`src/hw/rtl/stt_pkg.sv`:
```
package stt_pkg;

    localparam int MAX_SOURCE_BYTES = 65536;
    localparam logic [15:0] POS_CAP = (MAX_SOURCE_BYTES - 1 < 65535) ?
        16'(MAX_SOURCE_BYTES - 1) : 16'hFFFF;
    localparam logic [15:0] LINE_CAP = 16'hFFFF;

    localparam int FIFO_DEPTH = 4;

    localparam logic [7:0] CH_NUL   = 8'h00;
    localparam logic [7:0] CH_TAB   = 8'h09;
    localparam logic [7:0] CH_NL    = 8'h0A;
    localparam logic [7:0] CH_CR    = 8'h0D;
    localparam logic [7:0] CH_SPACE = 8'h20;
    localparam logic [7:0] CH_HASH  = "#";
    localparam logic [7:0] CH_EQ    = "=";
    localparam logic [7:0] CH_QUOTE = "\"";
    localparam logic [7:0] CH_BANG  = "!";
    localparam logic [7:0] CH_LT    = "<";
    localparam logic [7:0] CH_GT    = ">";
    localparam logic [7:0] CH_US    = "_";

    localparam logic [31:0] KW_FALSE_TAIL   = "alse";
    localparam logic [47:0] KW_INCLUDE_TAIL = "nclude";
    localparam logic [15:0] KW_NIL_TAIL     = "il";
    localparam logic [31:0] KW_PRINT_TAIL   = "rint";
    localparam logic [23:0] KW_TRUE_TAIL    = "rue";

    localparam logic [2:0] KW_NONE    = 3'd0;
    localparam logic [2:0] KW_FALSE   = 3'd1;
    localparam logic [2:0] KW_INCLUDE = 3'd2;
    localparam logic [2:0] KW_NIL     = 3'd3;
    localparam logic [2:0] KW_PRINT   = 3'd4;
    localparam logic [2:0] KW_TRUE    = 3'd5;

    localparam logic [4:0] K_END      = 5'd0;
    localparam logic [4:0] K_ERROR    = 5'd1;
    localparam logic [4:0] K_NUMBER   = 5'd2;
    localparam logic [4:0] K_IDENT    = 5'd3;
    localparam logic [4:0] K_STRING   = 5'd4;
    localparam logic [4:0] K_KW_BASE  = 5'd4;
    localparam logic [4:0] K_ASSIGN   = 5'd10;
    localparam logic [4:0] K_EQ_EQ    = 5'd11;
    localparam logic [4:0] K_SEMI     = 5'd12;
    localparam logic [4:0] K_LPAREN   = 5'd13;
    localparam logic [4:0] K_RPAREN   = 5'd14;
    localparam logic [4:0] K_DOT      = 5'd15;
    localparam logic [4:0] K_BANG     = 5'd16;
    localparam logic [4:0] K_BANG_EQ  = 5'd17;
    localparam logic [4:0] K_LT       = 5'd18;
    localparam logic [4:0] K_LT_EQ    = 5'd19;
    localparam logic [4:0] K_GT       = 5'd20;
    localparam logic [4:0] K_GT_EQ    = 5'd21;
    localparam logic [4:0] K_PLUS     = 5'd22;
    localparam logic [4:0] K_MINUS    = 5'd23;
    localparam logic [4:0] K_STAR     = 5'd24;
    localparam logic [4:0] K_SLASH    = 5'd25;
    localparam logic [4:0] K_COMMA    = 5'd26;
    localparam logic [4:0] K_LBRACKET = 5'd27;
    localparam logic [4:0] K_RBRACKET = 5'd28;

    typedef struct packed {
        logic [4:0]  kind;
        logic [15:0] start;
        logic [15:0] len;
        logic [15:0] line;
    } t_token;

    typedef struct packed {
        logic   two;
        t_token tok_a;
        t_token tok_b;
    } t_entry;

    typedef struct packed {
        logic empty;
        logic full;
    } t_fifo_stat;

    function automatic logic is_digit(input logic [7:0] b);
        return (b >= "0") && (b <= "9");
    endfunction

    function automatic logic is_alpha(input logic [7:0] b);
        return ((b >= "a") && (b <= "z")) || ((b >= "A") && (b <= "Z"));
    endfunction

    function automatic logic [15:0] span(input logic [15:0] from, input logic [15:0] to);
        return (to >= from) ? (to - from) : 16'd0;
    endfunction

    function automatic logic [2:0] first_guess(input logic [7:0] b);
        logic [2:0] g;
        case (b)
            "f": g = KW_FALSE;
            "i": g = KW_INCLUDE;
            "n": g = KW_NIL;
            "p": g = KW_PRINT;
            "t": g = KW_TRUE;
            default: g = KW_NONE;
        endcase
        return g;
    endfunction

    function automatic logic [2:0] kw_len(input logic [2:0] g);
        logic [2:0] n;
        case (g)
            KW_FALSE:   n = 3'd4;
            KW_INCLUDE: n = 3'd6;
            KW_NIL:     n = 3'd2;
            KW_PRINT:   n = 3'd4;
            KW_TRUE:    n = 3'd3;
            default:    n = 3'd0;
        endcase
        return n;
    endfunction

    // Character k of the keyword tail, counted from its first character.
    function automatic logic [7:0] kw_char(input logic [2:0] g, input logic [2:0] k);
        logic [47:0] tail;
        logic [2:0]  n;
        logic [7:0]  c;
        n = kw_len(g);
        case (g)
            KW_FALSE:   tail = {16'd0, KW_FALSE_TAIL};
            KW_INCLUDE: tail = KW_INCLUDE_TAIL;
            KW_NIL:     tail = {32'd0, KW_NIL_TAIL};
            KW_PRINT:   tail = {16'd0, KW_PRINT_TAIL};
            KW_TRUE:    tail = {24'd0, KW_TRUE_TAIL};
            default:    tail = 48'd0;
        endcase
        if (k < n) begin
            c = 8'(tail >> {(n - 3'd1 - k), 3'b000});
        end else begin
            c = CH_NUL;
        end
        return c;
    endfunction

    function automatic logic [4:0] punct_kind(input logic [7:0] b);
        logic [4:0] k;
        case (b)
            ";": k = K_SEMI;
            "(": k = K_LPAREN;
            ")": k = K_RPAREN;
            ".": k = K_DOT;
            "+": k = K_PLUS;
            "-": k = K_MINUS;
            "*": k = K_STAR;
            "/": k = K_SLASH;
            ",": k = K_COMMA;
            "[": k = K_LBRACKET;
            "]": k = K_RBRACKET;
            default: k = K_ERROR;
        endcase
        return k;
    endfunction

endpackage

```
`src/hw/rtl/source_text_tokenizer_unit.sv`:
```
// Channel  Direction  Handshake                    Payload
// source   in         i_src_valid / o_src_ready    i_source_byte
// token    out        o_tok_valid / i_tok_ready    o_token_kind, o_start_offset,
//                                                  o_text_length, o_line_number,
//                                                  o_last_of_run
//
// One source byte is taken per cycle while the token queue has room.
// A token is pushed into the queue when the byte that completes it is taken, then loaded into
// the output register, which sends one token per cycle while i_tok_ready is high.
// A byte that closes one token and starts another puts both tokens in one queue entry.
// Reset is synchronous and active low; it clears the scan state, queue and output valid.
// o_src_ready falls only when the queue is full; a stalled output holds its token.
module source_text_tokenizer_unit #(
    parameter int FIFO_DEPTH = stt_pkg::FIFO_DEPTH
) (
    input  logic        i_clk,
    input  logic        i_rst_n,
    input  logic        i_src_valid,
    output logic        o_src_ready,
    input  logic [7:0]  i_source_byte,
    output logic        o_tok_valid,
    input  logic        i_tok_ready,
    output logic [4:0]  o_token_kind,
    output logic [15:0] o_start_offset,
    output logic [15:0] o_text_length,
    output logic [15:0] o_line_number,
    output logic        o_last_of_run
);

    logic                accept;
    logic                push;
    logic                pop;
    stt_pkg::t_entry     entry;
    stt_pkg::t_entry     head;
    stt_pkg::t_fifo_stat stat;
    stt_pkg::t_token     tok;

    assign o_src_ready = !stat.full;
    assign accept      = i_src_valid && o_src_ready;

    stt_front u_front (
        .i_clk         (i_clk),
        .i_rst_n       (i_rst_n),
        .i_accept      (accept),
        .i_source_byte (i_source_byte),
        .o_push        (push),
        .o_entry       (entry)
    );

    stt_fifo #(
        .DEPTH (FIFO_DEPTH)
    ) u_fifo (
        .i_clk   (i_clk),
        .i_rst_n (i_rst_n),
        .i_push  (push),
        .i_entry (entry),
        .i_pop   (pop),
        .o_head  (head),
        .o_stat  (stat)
    );

    stt_back u_back (
        .i_clk   (i_clk),
        .i_rst_n (i_rst_n),
        .i_head  (head),
        .i_stat  (stat),
        .o_pop   (pop),
        .i_ready (i_tok_ready),
        .o_valid (o_tok_valid),
        .o_tok   (tok),
        .o_last  (o_last_of_run)
    );

    assign o_token_kind   = tok.kind;
    assign o_start_offset = tok.start;
    assign o_text_length  = tok.len;
    assign o_line_number  = tok.line;

endmodule

```
`src/hw/rtl/stt_front.sv`:
```
module stt_front (
    input  logic                i_clk,
    input  logic                i_rst_n,
    input  logic                i_accept,
    input  logic [7:0]          i_source_byte,
    output logic                o_push,
    output stt_pkg::t_entry     o_entry
);

    localparam logic [3:0] M_IDLE       = 4'd0;
    localparam logic [3:0] M_COMMENT    = 4'd1;
    localparam logic [3:0] M_NUMBER     = 4'd2;
    localparam logic [3:0] M_IDENT      = 4'd3;
    localparam logic [3:0] M_STRING     = 4'd4;
    localparam logic [3:0] M_AFTER_EQ   = 4'd5;
    localparam logic [3:0] M_AFTER_BANG = 4'd6;
    localparam logic [3:0] M_AFTER_LT   = 4'd7;
    localparam logic [3:0] M_AFTER_GT   = 4'd8;

    logic [3:0]  r_mode, n_mode;
    logic [15:0] r_pos, n_pos;
    logic [15:0] r_begin, n_begin;
    logic [15:0] r_line, n_line;
    logic [2:0]  r_guess, n_guess;
    logic        r_alive, n_alive;

    logic [7:0]  b;
    logic [15:0] pos_inc;
    logic [15:0] line_inc;

    logic             id_emit;
    stt_pkg::t_token  id_tok;
    logic [3:0]       id_mode;
    logic [15:0]      id_pos;
    logic [15:0]      id_begin;
    logic [15:0]      id_line;
    logic [2:0]       id_guess;
    logic             id_alive;

    logic             a_v;
    logic             b_v;
    stt_pkg::t_token  a_tok;
    logic             to_idle;
    logic             idle_second;
    logic [4:0]       single_kind;
    logic [4:0]       pair_kind;
    logic [15:0]      idx;
    logic             kw_hit;
    logic             kw_done;

    assign b        = i_source_byte;
    assign pos_inc  = (r_pos < stt_pkg::POS_CAP) ? (r_pos + 16'd1) : r_pos;
    assign line_inc = (r_line < stt_pkg::LINE_CAP) ? (r_line + 16'd1) : r_line;
    assign idx      = stt_pkg::span(r_begin, r_pos);

    assign kw_hit = r_alive && (r_guess >= stt_pkg::KW_FALSE) &&
                    (r_guess <= stt_pkg::KW_TRUE) &&
                    (idx >= 16'd1) && (idx <= 16'd6) &&
                    (stt_pkg::kw_char(r_guess, 3'(idx - 16'd1)) == b);
    assign kw_done = r_alive && (r_guess >= stt_pkg::KW_FALSE) &&
                     (r_guess <= stt_pkg::KW_TRUE) &&
                     (idx == {13'd0, stt_pkg::kw_len(r_guess)} + 16'd1);

    always_comb begin
        id_emit   = 1'b0;
        id_tok    = '{kind: stt_pkg::K_ERROR, start: r_pos, len: 16'd1, line: r_line};
        id_mode   = M_IDLE;
        id_pos    = pos_inc;
        id_begin  = r_begin;
        id_line   = r_line;
        id_guess  = r_guess;
        id_alive  = r_alive;
        if (b == stt_pkg::CH_NUL) begin
            id_emit      = 1'b1;
            id_tok.kind  = stt_pkg::K_END;
            id_tok.len   = 16'd0;
            id_pos       = 16'd0;
            id_begin     = 16'd0;
            id_line      = 16'd0;
            id_guess     = stt_pkg::KW_NONE;
            id_alive     = 1'b0;
        end else if (b == stt_pkg::CH_NL) begin
            id_line = line_inc;
        end else if ((b == stt_pkg::CH_SPACE) || (b == stt_pkg::CH_TAB) ||
                     (b == stt_pkg::CH_CR)) begin
            id_mode = M_IDLE;
        end else if (b == stt_pkg::CH_HASH) begin
            id_mode = M_COMMENT;
        end else if (stt_pkg::is_digit(b)) begin
            id_begin = r_pos;
            id_mode  = M_NUMBER;
        end else if (stt_pkg::is_alpha(b) || (b == stt_pkg::CH_US)) begin
            id_begin = r_pos;
            id_mode  = M_IDENT;
            id_guess = stt_pkg::first_guess(b);
            id_alive = (stt_pkg::first_guess(b) != stt_pkg::KW_NONE);
        end else if (b == stt_pkg::CH_QUOTE) begin
            id_mode  = M_STRING;
            id_begin = pos_inc;
        end else if (b == stt_pkg::CH_EQ) begin
            id_begin = r_pos;
            id_mode  = M_AFTER_EQ;
        end else if (b == stt_pkg::CH_BANG) begin
            id_begin = r_pos;
            id_mode  = M_AFTER_BANG;
        end else if (b == stt_pkg::CH_LT) begin
            id_begin = r_pos;
            id_mode  = M_AFTER_LT;
        end else if (b == stt_pkg::CH_GT) begin
            id_begin = r_pos;
            id_mode  = M_AFTER_GT;
        end else begin
            id_emit     = 1'b1;
            id_tok.kind = stt_pkg::punct_kind(b);
        end
    end

    always_comb begin
        case (r_mode)
            M_AFTER_EQ: begin
                single_kind = stt_pkg::K_ASSIGN;
                pair_kind   = stt_pkg::K_EQ_EQ;
            end
            M_AFTER_BANG: begin
                single_kind = stt_pkg::K_BANG;
                pair_kind   = stt_pkg::K_BANG_EQ;
            end
            M_AFTER_LT: begin
                single_kind = stt_pkg::K_LT;
                pair_kind   = stt_pkg::K_LT_EQ;
            end
            M_AFTER_GT: begin
                single_kind = stt_pkg::K_GT;
                pair_kind   = stt_pkg::K_GT_EQ;
            end
            default: begin
                single_kind = stt_pkg::K_ERROR;
                pair_kind   = stt_pkg::K_ERROR;
            end
        endcase
    end

    always_comb begin
        a_v         = 1'b0;
        b_v         = 1'b0;
        a_tok       = '{kind: stt_pkg::K_ERROR, start: r_begin, len: idx, line: r_line};
        to_idle     = 1'b0;
        idle_second = 1'b0;
        n_mode      = r_mode;
        n_pos       = pos_inc;
        n_begin     = r_begin;
        n_line      = r_line;
        n_guess     = r_guess;
        n_alive     = r_alive;
        case (r_mode)
            M_COMMENT: begin
                if ((b == stt_pkg::CH_NL) || (b == stt_pkg::CH_NUL)) begin
                    to_idle = 1'b1;
                end
            end
            M_STRING: begin
                if (b == stt_pkg::CH_QUOTE) begin
                    a_v        = 1'b1;
                    a_tok.kind = stt_pkg::K_STRING;
                    n_mode     = M_IDLE;
                end else if (b == stt_pkg::CH_NUL) begin
                    a_v         = 1'b1;
                    a_tok.kind  = stt_pkg::K_STRING;
                    to_idle     = 1'b1;
                    idle_second = 1'b1;
                end
            end
            M_NUMBER: begin
                if (!stt_pkg::is_digit(b)) begin
                    a_v         = 1'b1;
                    a_tok.kind  = stt_pkg::K_NUMBER;
                    to_idle     = 1'b1;
                    idle_second = 1'b1;
                end
            end
            M_IDENT: begin
                if (stt_pkg::is_alpha(b) || stt_pkg::is_digit(b) ||
                    (b == stt_pkg::CH_US)) begin
                    n_alive = kw_hit;
                end else begin
                    a_v         = 1'b1;
                    a_tok.kind  = kw_done ? (stt_pkg::K_KW_BASE + {2'd0, r_guess}) :
                                            stt_pkg::K_IDENT;
                    to_idle     = 1'b1;
                    idle_second = 1'b1;
                end
            end
            M_AFTER_EQ, M_AFTER_BANG, M_AFTER_LT, M_AFTER_GT: begin
                a_v = 1'b1;
                if (b == stt_pkg::CH_EQ) begin
                    a_tok.kind = pair_kind;
                    a_tok.len  = stt_pkg::span(r_begin, pos_inc);
                    n_mode     = M_IDLE;
                end else begin
                    a_tok.kind  = single_kind;
                    to_idle     = 1'b1;
                    idle_second = 1'b1;
                end
            end
            default: begin
                to_idle = 1'b1;
            end
        endcase
        if (to_idle) begin
            n_mode  = id_mode;
            n_pos   = id_pos;
            n_begin = id_begin;
            n_line  = id_line;
            n_guess = id_guess;
            n_alive = id_alive;
            if (idle_second) begin
                b_v = id_emit;
            end else begin
                a_v   = id_emit;
                a_tok = id_tok;
            end
        end
    end

    assign o_push        = i_accept && a_v;
    assign o_entry.two   = b_v;
    assign o_entry.tok_a = a_tok;
    assign o_entry.tok_b = id_tok;

    always_ff @(posedge i_clk) begin
        if (!i_rst_n) begin
            r_mode  <= M_IDLE;
            r_pos   <= 16'd0;
            r_begin <= 16'd0;
            r_line  <= 16'd0;
            r_guess <= stt_pkg::KW_NONE;
            r_alive <= 1'b0;
        end else if (i_accept) begin
            r_mode  <= n_mode;
            r_pos   <= n_pos;
            r_begin <= n_begin;
            r_line  <= n_line;
            r_guess <= n_guess;
            r_alive <= n_alive;
        end
    end

`ifndef SYNTHESIS
    a_end_clears: assert property (@(posedge i_clk) disable iff (!i_rst_n)
        (i_accept && (i_source_byte == stt_pkg::CH_NUL)) |=>
        ((r_pos == 16'd0) && (r_line == 16'd0) && (r_mode == M_IDLE)))
        else $error("End of text did not clear the scan positions.");

    a_end_last: assert property (@(posedge i_clk) disable iff (!i_rst_n)
        (o_push && o_entry.two) |-> (o_entry.tok_a.kind != stt_pkg::K_END))
        else $error("A token follows the end token in one request.");

    a_pos_cap: assert property (@(posedge i_clk) disable iff (!i_rst_n)
        r_pos <= stt_pkg::POS_CAP)
        else $error("Byte position passed its cap.");
`endif

endmodule

```
`src/hw/rtl/stt_fifo.sv`:
```
module stt_fifo #(
    parameter int DEPTH = stt_pkg::FIFO_DEPTH
) (
    input  logic                 i_clk,
    input  logic                 i_rst_n,
    input  logic                 i_push,
    input  stt_pkg::t_entry      i_entry,
    input  logic                 i_pop,
    output stt_pkg::t_entry      o_head,
    output stt_pkg::t_fifo_stat  o_stat
);

    localparam int AW = (DEPTH > 1) ? $clog2(DEPTH) : 1;
    localparam int CW = $clog2(DEPTH + 1);
    localparam logic [AW-1:0] LAST = AW'(DEPTH - 1);
    localparam logic [CW-1:0] FULL = CW'(DEPTH);

    stt_pkg::t_entry r_mem [DEPTH];
    logic [AW-1:0]   r_wptr, n_wptr;
    logic [AW-1:0]   r_rptr, n_rptr;
    logic [CW-1:0]   r_count, n_count;
    logic            do_push;
    logic            do_pop;

    assign o_stat.empty = (r_count == '0);
    assign o_stat.full  = (r_count == FULL);
    assign o_head       = r_mem[r_rptr];

    assign do_push = i_push && !o_stat.full;
    assign do_pop  = i_pop && !o_stat.empty;

    always_comb begin
        n_wptr  = r_wptr;
        n_rptr  = r_rptr;
        n_count = r_count;
        if (do_push) begin
            n_wptr = (r_wptr == LAST) ? '0 : (r_wptr + AW'(1));
        end
        if (do_pop) begin
            n_rptr = (r_rptr == LAST) ? '0 : (r_rptr + AW'(1));
        end
        if (do_push && !do_pop) begin
            n_count = r_count + CW'(1);
        end else if (do_pop && !do_push) begin
            n_count = r_count - CW'(1);
        end
    end

    always_ff @(posedge i_clk) begin
        if (!i_rst_n) begin
            r_wptr  <= '0;
            r_rptr  <= '0;
            r_count <= '0;
        end else begin
            r_wptr  <= n_wptr;
            r_rptr  <= n_rptr;
            r_count <= n_count;
        end
    end

    always_ff @(posedge i_clk) begin
        if (do_push) begin
            r_mem[r_wptr] <= i_entry;
        end
    end

`ifndef SYNTHESIS
    a_count_bound: assert property (@(posedge i_clk) disable iff (!i_rst_n)
        (r_count <= FULL) && (((r_wptr - r_rptr) == AW'(r_count)) ||
        (DEPTH != (1 << AW))))
        else $error("Queue fill count disagrees with its pointers.");
`endif

endmodule

```
`src/hw/rtl/stt_back.sv`:
```
module stt_back (
    input  logic                 i_clk,
    input  logic                 i_rst_n,
    input  stt_pkg::t_entry      i_head,
    input  stt_pkg::t_fifo_stat  i_stat,
    output logic                 o_pop,
    input  logic                 i_ready,
    output logic                 o_valid,
    output stt_pkg::t_token      o_tok,
    output logic                 o_last
);

    logic            r_valid;
    logic            r_half;
    logic            r_last;
    stt_pkg::t_token r_tok;
    logic            load;
    logic            take;
    logic            head_last;

    assign load      = !r_valid || i_ready;
    assign take      = load && !i_stat.empty;
    assign head_last = !i_head.two || r_half;
    assign o_pop     = take && head_last;

    always_ff @(posedge i_clk) begin
        if (!i_rst_n) begin
            r_valid <= 1'b0;
            r_half  <= 1'b0;
        end else if (load) begin
            r_valid <= !i_stat.empty;
            if (take) begin
                r_half <= !head_last;
            end
        end
    end

    always_ff @(posedge i_clk) begin
        if (take) begin
            r_tok  <= r_half ? i_head.tok_b : i_head.tok_a;
            r_last <= head_last;
        end
    end

    assign o_valid = r_valid;
    assign o_tok   = r_tok;
    assign o_last  = r_last;

`ifndef SYNTHESIS
    a_half_held: assert property (@(posedge i_clk) disable iff (!i_rst_n)
        r_half |-> (r_valid && !r_last && !i_stat.empty))
        else $error("Second token of a request is pending without its first.");
`endif

endmodule
```
`config.mk`:
```
export PLATFORM = sky130hd
export DESIGN_NAME = source_text_tokenizer_unit
export DESIGN_NICKNAME = d
export VERILOG_FILES = /design/src/hw/rtl/stt_pkg.sv /design/src/hw/rtl/source_text_tokenizer_unit.sv /design/src/hw/rtl/stt_front.sv /design/src/hw/rtl/stt_fifo.sv /design/src/hw/rtl/stt_back.sv
export SDC_FILE = /design/constraint.sdc
export NUM_CORES = 1
export LEC_CHECK = 0
export BUFFER_PORTS_ARGS = -buffer_cell sky130_fd_sc_hd__buf_2
export CAP_MARGIN = 20
export CORE_MARGIN = 2
export CORE_UTILIZATION = 39
export CTS_CLUSTER_SIZE = 14
export DETAILED_ROUTE_END_ITERATION = 6
export GPL_TIMING_DRIVEN = 0
export SYNTH_ARGS = -nofsm -noshare
export SYNTH_HDL_FRONTEND = slang
export SYNTH_SLANG_ARGS = --single-unit
```
`constraint.sdc`:
```
create_clock -name i_clk -period 7.8 [get_ports i_clk]
set_clock_uncertainty 0.2 [all_clocks]
set_input_delay 1.56 -clock i_clk [delete_from_list [all_inputs] [get_ports i_clk]]
set_output_delay 1.56 -clock i_clk [all_outputs]
set_load 0.01 [all_outputs]
```
==> results.ini <==
[run_status]
status = complete, no violations

[clock_tree]
cts_hold_buf = 0
cts.path.max_buffers = 3
cts-root-buf = clkbuf_16
cts_resized = 0
cts.clk_slew.worst_paths_ps = 70
cts.htree.levels = 2
cts_tree = built
insertion_delay_ps = 560
cts.sinks = 425
cts_made_buffers = 43
cts_setup_buffers = 0

[drt]
drt-pass1-iter-count = 6
wl_um = 49600
drc = 0
via_per_inst = 5.53
wl_per_cell_um = 21.0
num_vias = 13085
drtIter0Drc = 1268
ant_nets = 0

[yosys]
syn_area_um2 = 20100
synth_most_common_cell = edfxtp_1
synth_sequential_area_ratio_pct = 60.0
syn_nets = 1595
async_flop_share_pct = 0
synthCells = 1533
yosys-top-cells-area = edfxtp_1, mux4_2, dfxtp_1
ys_top_cells_by_count = edfxtp_1, nand2_1, nor2_1
synth-edff-count = 358
ys_types = 82
syn_area_per_cell_um2 = 13.1
ys_seq_elements = 425
yosys_warnings = 0
ys.flop_type = edfxtp_1
yosys.area.top_type = edfxtp_1
synth_top_area_share_pct = 53.4

[global_route]
grt_pass1_wl_um = 76800
grt_max_degree = 54
globalRouteTotalUtil_pct = 18.8
grt-ovfl-total = 0
grt_pass1_vias = 12987
grt_antenna_before_repair = 1

[placement]
dpl_worst_slack_ps = 1000
portBuffers = 66
gp_congestion = 0.927
dp.cells = 2288
place_hpwl_um = 34900

[floorplanning]
die_area_um2 = 53500
fp.coreArea_um2 = 51200
fp.dieW_um = 231
io_pins = 68
rows = 83
start_util_pct = 39.3
die_y_um = 231

[cells_and_area]
layout-drive-gt1-share_pct = 16.6
fin_cells = 2368
nFillCells = 4660
finalNetCount = 1716
antenna_cells = 0
syn_to_final_growth_pct = 14.1

[critical_path]
cp_num_buf_inv = 3
crit_family = compound AO/OA/AOI/OAI gates
worstPathMaxFanout = 11
worst_setup_path_end_kind = flip-flop
r2r_slack_ps = 950
slowest_stage = a211oi_1
cp.required_ps = 8100
setup.worst_path.class = reg -> reg
path_cells = inv_1, ha_1, fa_1, nand2b_1, a21oi_1, a211oi_2, a211oi_1, nor2_2, nor2_1, inv_1, ha_1, fa_1, clkbuf_1, nor2b_1, or2_2, or3b_2, a31oi_1, xnor2_1, nand2_1, a211oi_1, o2111ai_1, o21ai_1
arrival_ps = 7140
max_stage_delay_ps = 620
cp-start-kind = flip-flop

[timing]
fin_crit_sh_pct = 87.8
tightestPinTransition_ps = 1150
slew_headroom_pct = 22.6
timing.setup.tns_ps = 0
period_minus_slack_ps = 6850
finalHoldViolCount = 0
rsz0062_at_grt = false
final_max_slew_viol_count = 0
worst_slack_ps = 953
max_freq_mhz = 146
setup_viol = 0

[hold_path]
hp-class = reg -> reg

[power]
static-leakage-power_uw = 0.00773
finalPower_uw = 6530
p_per_area_nw_per_um2 = 284
max-vdd-ir-drop_mv = 0.168

[job]
drv_cap = 0

==> sequential cells by signal, indices dropped and copies added, names as in the netlist, 2 cells and up, named ones only <==
register,cells
u_back.o_tok,53
u_fifo.r_count,3
u_fifo.r_mem,304
u_fifo.r_rptr,2
u_fifo.r_wptr,2
u_front.r_begin,16
u_front.r_guess,3
u_front.r_line,16
u_front.r_mode,4
u_front.r_pos,16
==> cell usage in the layout, fill, tap and decap left out, types with 10 or more instances in the layout <==
master,synthesis,layout
edfxtp_1,358,358
ha_1,46,46
nand2b_1,15,15
buf_1,17,16
a211oi_1,12,12
mux4_2,76,76
clkbuf_16,0,45
mux2_2,24,24
nand4_1,17,17
nand2_1,116,116
nor2b_1,66,66
nor3_1,41,41
xor2_1,43,43
clkbuf_1,59,71
a21oi_1,71,70
o21ai_0,70,70
nand3_1,29,29
a21o_1,10,10
inv_1,50,50
a22oi_1,25,25
o31ai_1,10,10
xnor2_1,22,22
dfxtp_1,67,67
a31oi_1,11,11
o21ai_1,10,10
and2_1,23,19
nor2_1,101,101
buf_2,10,78
==> power by group <==
part           internal, uW  total, uW  switching, uW  leakage [uW]
Sequential             2850       2930           79.5       0.00385
Clock                  1250       2100            854      0.000697
Combinational           635       1500            865       0.00318
==> worst register-to-register path, delay by kind of cell, from the launching register on <==
family	cells	cell delay (ps)
buffers and inverters	3	660
adders and majority gates	4	1560
DFF	1	600
and+or+nand+nor	7	1730
AOI/OAI and AO/OA	7	1880
xor gates and xnor gates	1	140
==> area by class of cell <==
| cell class | instances | area, um2 | area share, % |
|---|---|---|---|
| Inverter | 52 | 195 | 0.849 |
| Multi-Input combinational cell | 970 | 7540 | 32.8 |
| Clock inverter | 20 | 241 | 1.05 |
| Clock buffer | 59 | 1200 | 5.21 |
| Sequential cell | 425 | 12100 | 52.6 |
| Buffer | 86 | 337 | 1.46 |
| Timing Repair Buffer | 76 | 534 | 2.32 |
| Tap cell | 680 | 851 | 3.70 |
==> layer usage <==
layer | routed length [um] | track usage [%]
met1 | 21000 | 24.8
met2 | 23800 | 30.8
met3 | 2860 | 3.09
met4 | 1920 | 7.66
met5 | 0 | 0
==> logic make-up (layout without fill, tap and decap cells) <==
logic type	count (synthesis)	count (layout)	synth area share, %
multiplexers	108	108	10.2
adder cells (fa/ha/maj)	50	50	3.26
AO/OA/AOI/OAI	288	288	9.36
XOR/XNOR	65	65	2.83
flip-flops	425	425	60.0
AND/OR/NAND/NOR	459	459	11.6
buffers and inverters	138	293	2.63
==> per-stage QoR <==
stage / area, um2 / hold slack, ps / util (%)
CTS: 23000 / 275 / 44.9
finish: 23000 / 272 / 44.9
floorplan: 20100 / 245 / -
detailed placement: 21500 / 268 / 42.1
global route: 23000 / 315 / 44.9
global placement: 21300 / 257 / 41.6
==> final timing paths <==
| path | start | end | cells after the start |
|---|---|---|---|
| worst max register to register | u_front.r_pos[0] | u_front.r_alive | 22 |
| worst min register to register | u_front.r_begin[6] | u_front.r_begin[6] | 2 |
| worst min-delay path | u_front.r_begin[6] | u_front.r_begin[6] | 2 |
| worst max-delay path | u_front.r_pos[0] | u_front.r_alive | 22 |
Power figures use the tool's default switching activity.
